**src/rtl/rm2q_pkg.sv**
```systemverilog
// Shared constants, types and helpers for the matrix to quaternion block.
package rm2q_pkg;

  localparam int FRAC_BITS_DEF = 14;
  localparam int IN_W          = 16;
  localparam int OUT_W         = 16;
  localparam int TOL_W         = 14;
  localparam logic [TOL_W-1:0] TOL_RST = TOL_W'(1);
  localparam int NORM_MSB      = 29;
  localparam int Q_DEPTH       = 2;
  localparam int LANES         = 4;

  typedef enum logic [1:0] {
    BR_TRACE,
    BR_X,
    BR_Y,
    BR_Z
  } branch_e;

  // magnitude width of one unnormalised component, after the normalising shift
  function automatic int mag_width(input int frac);
    int w;
    begin
      w = (frac + 2 > NORM_MSB + 1) ? frac + 2 : NORM_MSB + 1;
      return w;
    end
  endfunction

endpackage

```
**src/rtl/rm2q_queue.sv**
```systemverilog
// Short queue between front and back end.
module rm2q_queue import rm2q_pkg::*; #(
  parameter int WIDTH = 8,
  parameter int DEPTH = Q_DEPTH
) (
  input  logic             clk_i,
  input  logic             rst_ni,
  input  logic             push_i,
  input  logic [WIDTH-1:0] data_i,
  output logic             ready_o,
  input  logic             pop_i,
  output logic             valid_o,
  output logic [WIDTH-1:0] data_o
);

  localparam int PW = (DEPTH > 1) ? $clog2(DEPTH) : 1;
  localparam int NW = $clog2(DEPTH + 1);

  logic [WIDTH-1:0] mem_q [DEPTH];
  logic [PW-1:0]    rd_q, rd_d, wr_q, wr_d;
  logic [NW-1:0]    cnt_q, cnt_d;
  logic             do_pop, do_push;

  assign valid_o = (cnt_q != '0);
  assign do_pop  = pop_i && valid_o;
  assign ready_o = (cnt_q != NW'(DEPTH)) || do_pop;
  assign do_push = push_i && ready_o;
  assign data_o  = mem_q[rd_q];

  always_comb begin
    rd_d  = rd_q;
    wr_d  = wr_q;
    cnt_d = cnt_q;
    if (do_pop) begin
      rd_d = (rd_q == PW'(DEPTH-1)) ? '0 : rd_q + 1'b1;
    end
    if (do_push) begin
      wr_d = (wr_q == PW'(DEPTH-1)) ? '0 : wr_q + 1'b1;
    end
    if (do_push && !do_pop) begin
      cnt_d = cnt_q + 1'b1;
    end else if (do_pop && !do_push) begin
      cnt_d = cnt_q - 1'b1;
    end
  end

  always_ff @(posedge clk_i or negedge rst_ni) begin
    if (!rst_ni) begin
      rd_q  <= '0;
      wr_q  <= '0;
      cnt_q <= '0;
    end else begin
      rd_q  <= rd_d;
      wr_q  <= wr_d;
      cnt_q <= cnt_d;
    end
  end

  always_ff @(posedge clk_i) begin
    if (do_push) begin
      mem_q[wr_q] <= data_i;
    end
  end

endmodule

```
**config.mk**
```make
export PLATFORM = sky130hd
export DESIGN_NAME = rm2q_queue
export DESIGN_NICKNAME = d
export VERILOG_FILES = /design/src/rtl/rm2q_pkg.sv /design/src/rtl/rm2q_queue.sv
export SDC_FILE = /design/constraint.sdc
export NUM_CORES = 1
export LEC_CHECK = 0
export BUFFER_PORTS_ARGS = -buffer_cell sky130_fd_sc_hd__clkbuf_2
export CAP_MARGIN = 25
export CELL_PAD_IN_SITES_DETAIL_PLACEMENT = 0
export CELL_PAD_IN_SITES_GLOBAL_PLACEMENT = 1
export CORE_MARGIN = 2
export CORE_UTILIZATION = 35
export CTS_CLUSTER_DIAMETER = 200
export DETAILED_ROUTE_END_ITERATION = 8
export GPL_TIMING_DRIVEN = 0
export HOLD_SLACK_MARGIN = 0.03
export PLACE_DENSITY = 0.78
export SLEW_MARGIN = 25
export SYNTH_ARGS = -nofsm -noshare
export SYNTH_HDL_FRONTEND = slang
export SYNTH_SLANG_ARGS = --single-unit
```
**constraint.sdc**
```tcl
create_clock -name clk_i -period 1.67 [get_ports clk_i]
set_clock_uncertainty 0.2 [all_clocks]
set_input_delay 0.0835 -clock clk_i [delete_from_list [all_inputs] [get_ports clk_i]]
set_output_delay 0.0835 -clock clk_i [all_outputs]
set_load 0.005 [all_outputs]
```
==> results.sh <==
export IMPL_n_antenna_cell=0
export IMPL_synth_compound_area_share_pct=0
export IMPL_ys_seq_area_share_pct=74.24
export IMPL_grt_pass1_wl_um=2152
export IMPL_place_area_um2=934.6
export IMPL_initial_core_util_pct=36.04
export IMPL_ys_ff_latch=20
export IMPL_rr_worst_depth=7
export IMPL_r2r_start="cnt_q[0]"
export IMPL_tightest_slew_ns=0.4020
export IMPL_portBuffers=21
export IMPL_drive_gt1_share_pct=52.44
export IMPL_nFillCells=203
export IMPL_yosys_top_cells_area="edfxtp_1 61%, dfrtp_1 13%, mux2_2 12%, xnor2_1 3.4%, xor2_1 2.2%"
export IMPL_final_cell_mix="21 x clkbuf_2, 16 x edfxtp_1, 12 x dlygate4sd3_1, 8 x mux2_2"
export IMPL_die_w_um=51.27
export IMPL_setup_slack_ns=-0.1509
export IMPL_clockBufferDepth=2
export IMPL_cts_tree="built"
export IMPL_hold_class="reg2reg"
export IMPL_syn_inst=43
export IMPL_rrSetupSlack_ns=-0.10
export IMPL_clk_pin_slew_ns=0.11
export IMPL_dpl_hpwl_um=877.5
export IMPL_p_leak_nw=0.4512
export IMPL_areaGrowthSynthToFinish_pct=42.24
export IMPL_synth_area_um2=782.0
export IMPL_outcome="finished with violations"
export IMPL_grtUsageTotal_pct=11.74
export IMPL_worstPathRequired_ns=1.70
export IMPL_synth_top_family_by_area="multiplexers"
export IMPL_synth_distinct_cells=14
export IMPL_cp_max_fo=3
export IMPL_via_count=470
export IMPL_yosysWarnings=0
export IMPL_clock_fmax_ghz=0.5492
export IMPL_worstSetupPathType="in2reg"
export IMPL_rows=17
export IMPL_end_kind="register"
export IMPL_wl_um=1307
export IMPL_vias_per_cell=4.273
export IMPL_finalMaxSlewViolations=0
export IMPL_clock_sinks=20
export IMPL_h_tree_depth=1
export IMPL_failed_checks="negative setup slack"
export IMPL_max_vdd_ir_drop_mv=0.8417
export IMPL_arrival_ns=1.85
export IMPL_avgRoutedWirePerCell_um=11.88
export IMPL_powerDensity_nw_per_um2=1443
export IMPL_num_io_pins=22
export IMPL_dieHeight_um=51.27
export IMPL_max_cap_violations=0
export IMPL_drt_iter0_drc=2
export IMPL_yosys_area_top_type="edfxtp_1"
export IMPL_clock_latency_ns=0.30
export IMPL_finalNonFillerCells=110
export IMPL_synthAdderAreaFrac_pct=1.600
export IMPL_yosys_area_share_xor_xnor_pct=5.600
export IMPL_antenna_found_initial=0
export IMPL_cts_root_buffer="clkbuf_4"
export IMPL_grt_pass1_vias=521
export IMPL_grt_start_max_net_pins=12
export IMPL_core_area_um2=2170
export IMPL_setup_viol=1
export IMPL_dp_cells=92
export IMPL_post_route_min_period_ns=1.821
export IMPL_ant_nets=0
export IMPL_cts_inserted_buffers=3
export IMPL_gp_congestion=0.6318
export IMPL_critPathLaunch="pop_i"
export IMPL_hold_viol=0
export IMPL_r2r_end="cnt_q[1]"
export IMPL_final_common_cell="clkbuf_2"
export IMPL_period_share_pct=109.0
export IMPL_relSlewSlack_pct=73.17
export IMPL_synth_area_mux_share_pct=11.52
export IMPL_nNetsFinal=96
export IMPL_grt_setup_unrepaired="true"
export IMPL_avgSynthCellArea_um2=18.19
export IMPL_fin_area_um2=1112
export IMPL_syn_num_nets=56
export IMPL_cp_start_kind="primary input"
export IMPL_drtPass1Iterations=3
export IMPL_drc=0
export IMPL_synth_simple_gate_area_share_pct=5.920
export IMPL_overflow=0
export IMPL_critPathCapture="cnt_q[1]"
export IMPL_die_area_um2=2629
export IMPL_synth_top_cell_area_share_pct=61.44
-- flip-flops by register name, summed over array words and instances (netlist names) --
name / cells
cnt_q: 2
mem_q: 16
rd_q: 1
wr_q: 1
-- routing by layer --
metal / up-vias / part of all wire (%) / track usage, %
met5: - / 0 / 0
met4: 0 / 2.4 / 7.895
met3: 4 / 6.1 / 2.632
met2: 19 / 48 / 20.56
met1: 212 / 43 / 12.52
li1: 235 / - / -
-- cells by family after synthesis --
logic type,count (synthesis)
simple gates,7
xor+xnor,5
buf+inv,2
fa+ha+maj,1
flops,20
mux,8
-- synthesized netlist by cell type --
cell type and count:
mux2_2 8, and3_1 1, or2_2 1, xnor2_1 3, dfrtp_1 4, ha_1 1, nor2_1 2, or3b_4 1
edfxtp_1 16, nand2_4 1, buf_2 1, xor2_1 2, inv_1 1, nand2_1 1
-- per-stage QoR --
stage	power (mW)	hold WS, ns	worst slack, ns	setup TNS, ns	utilization [%]
final	1.605	0.2887	-0.1509	-0.1509	51.27
after floorplan	1.098	-0.4121	-0.04510	-0.04510	-
after CTS	1.599	-0.07190	-0.1001	-0.1001	50.29
after detailed placement	1.281	-0.3002	-0.1247	-1.084	43.08
after global routing	1.730	0.2996	-0.2341	-0.3278	51.27
after global placement	1.261	-0.3014	-0.1504	-1.313	43.08
-- cell type report --
cell class	instances	area, um^2	share of cell area (%)
Sequential cell	20	580.6	52.19
Timing Repair Buffer	35	240.2	21.60
Multi-Input combinational cell	21	209.0	18.79
Clock buffer	4	36.28	3.262
Tap cell	28	35.03	3.150
Buffer	1	7.507	0.6749
Inverter	1	3.754	0.3375
-- where the power goes --
part | switching (mW) | internal, mW | total (mW)
clock | 0.143 | 0.133 | 0.276
combinational | 0.257 | 0.333 | 0.591
sequential | 0.0499 | 0.689 | 0.739
total | 0.450 | 1.16 | 1.61
-- worst min path at each step --
stage / to / cells past startpoint / slack, ns / start
after floorplan: cnt_q[0] / 0 / -0.41 / rst_ni
after global placement: wr_q / 1 / -0.30 / rst_ni
after detailed placement: wr_q / 1 / -0.30 / rst_ni
after CTS: rd_q / 3 / -0.07 / pop_i
after global routing: mem_q[1][1] / 2 / 0.30 / data_i[1]
final: cnt_q[1] / 1 / 0.29 / cnt_q[1]
-- critical path: stages --
cell	delay (ns)
clkbuf_2	0.08
dlygate4sd3_1	0.57
or3b_4	0.43
nand2_4	0.09
inv_2	0.05
ha_4	0.15
xor2_1	0.13
nor2_1	0.11
xor2_1	0.16
-- what timing repair did --
item / in CTS / in global routing
endpoints found under the setup margin: 17 / 25
resized for setup: 1 / 2
pin swaps: 1 / 1
endpoints found under the hold margin: 23 / 2
setup buffers: 1 / 1
hold buffers: 11 / 1
(Power assumes the default switching activity.)
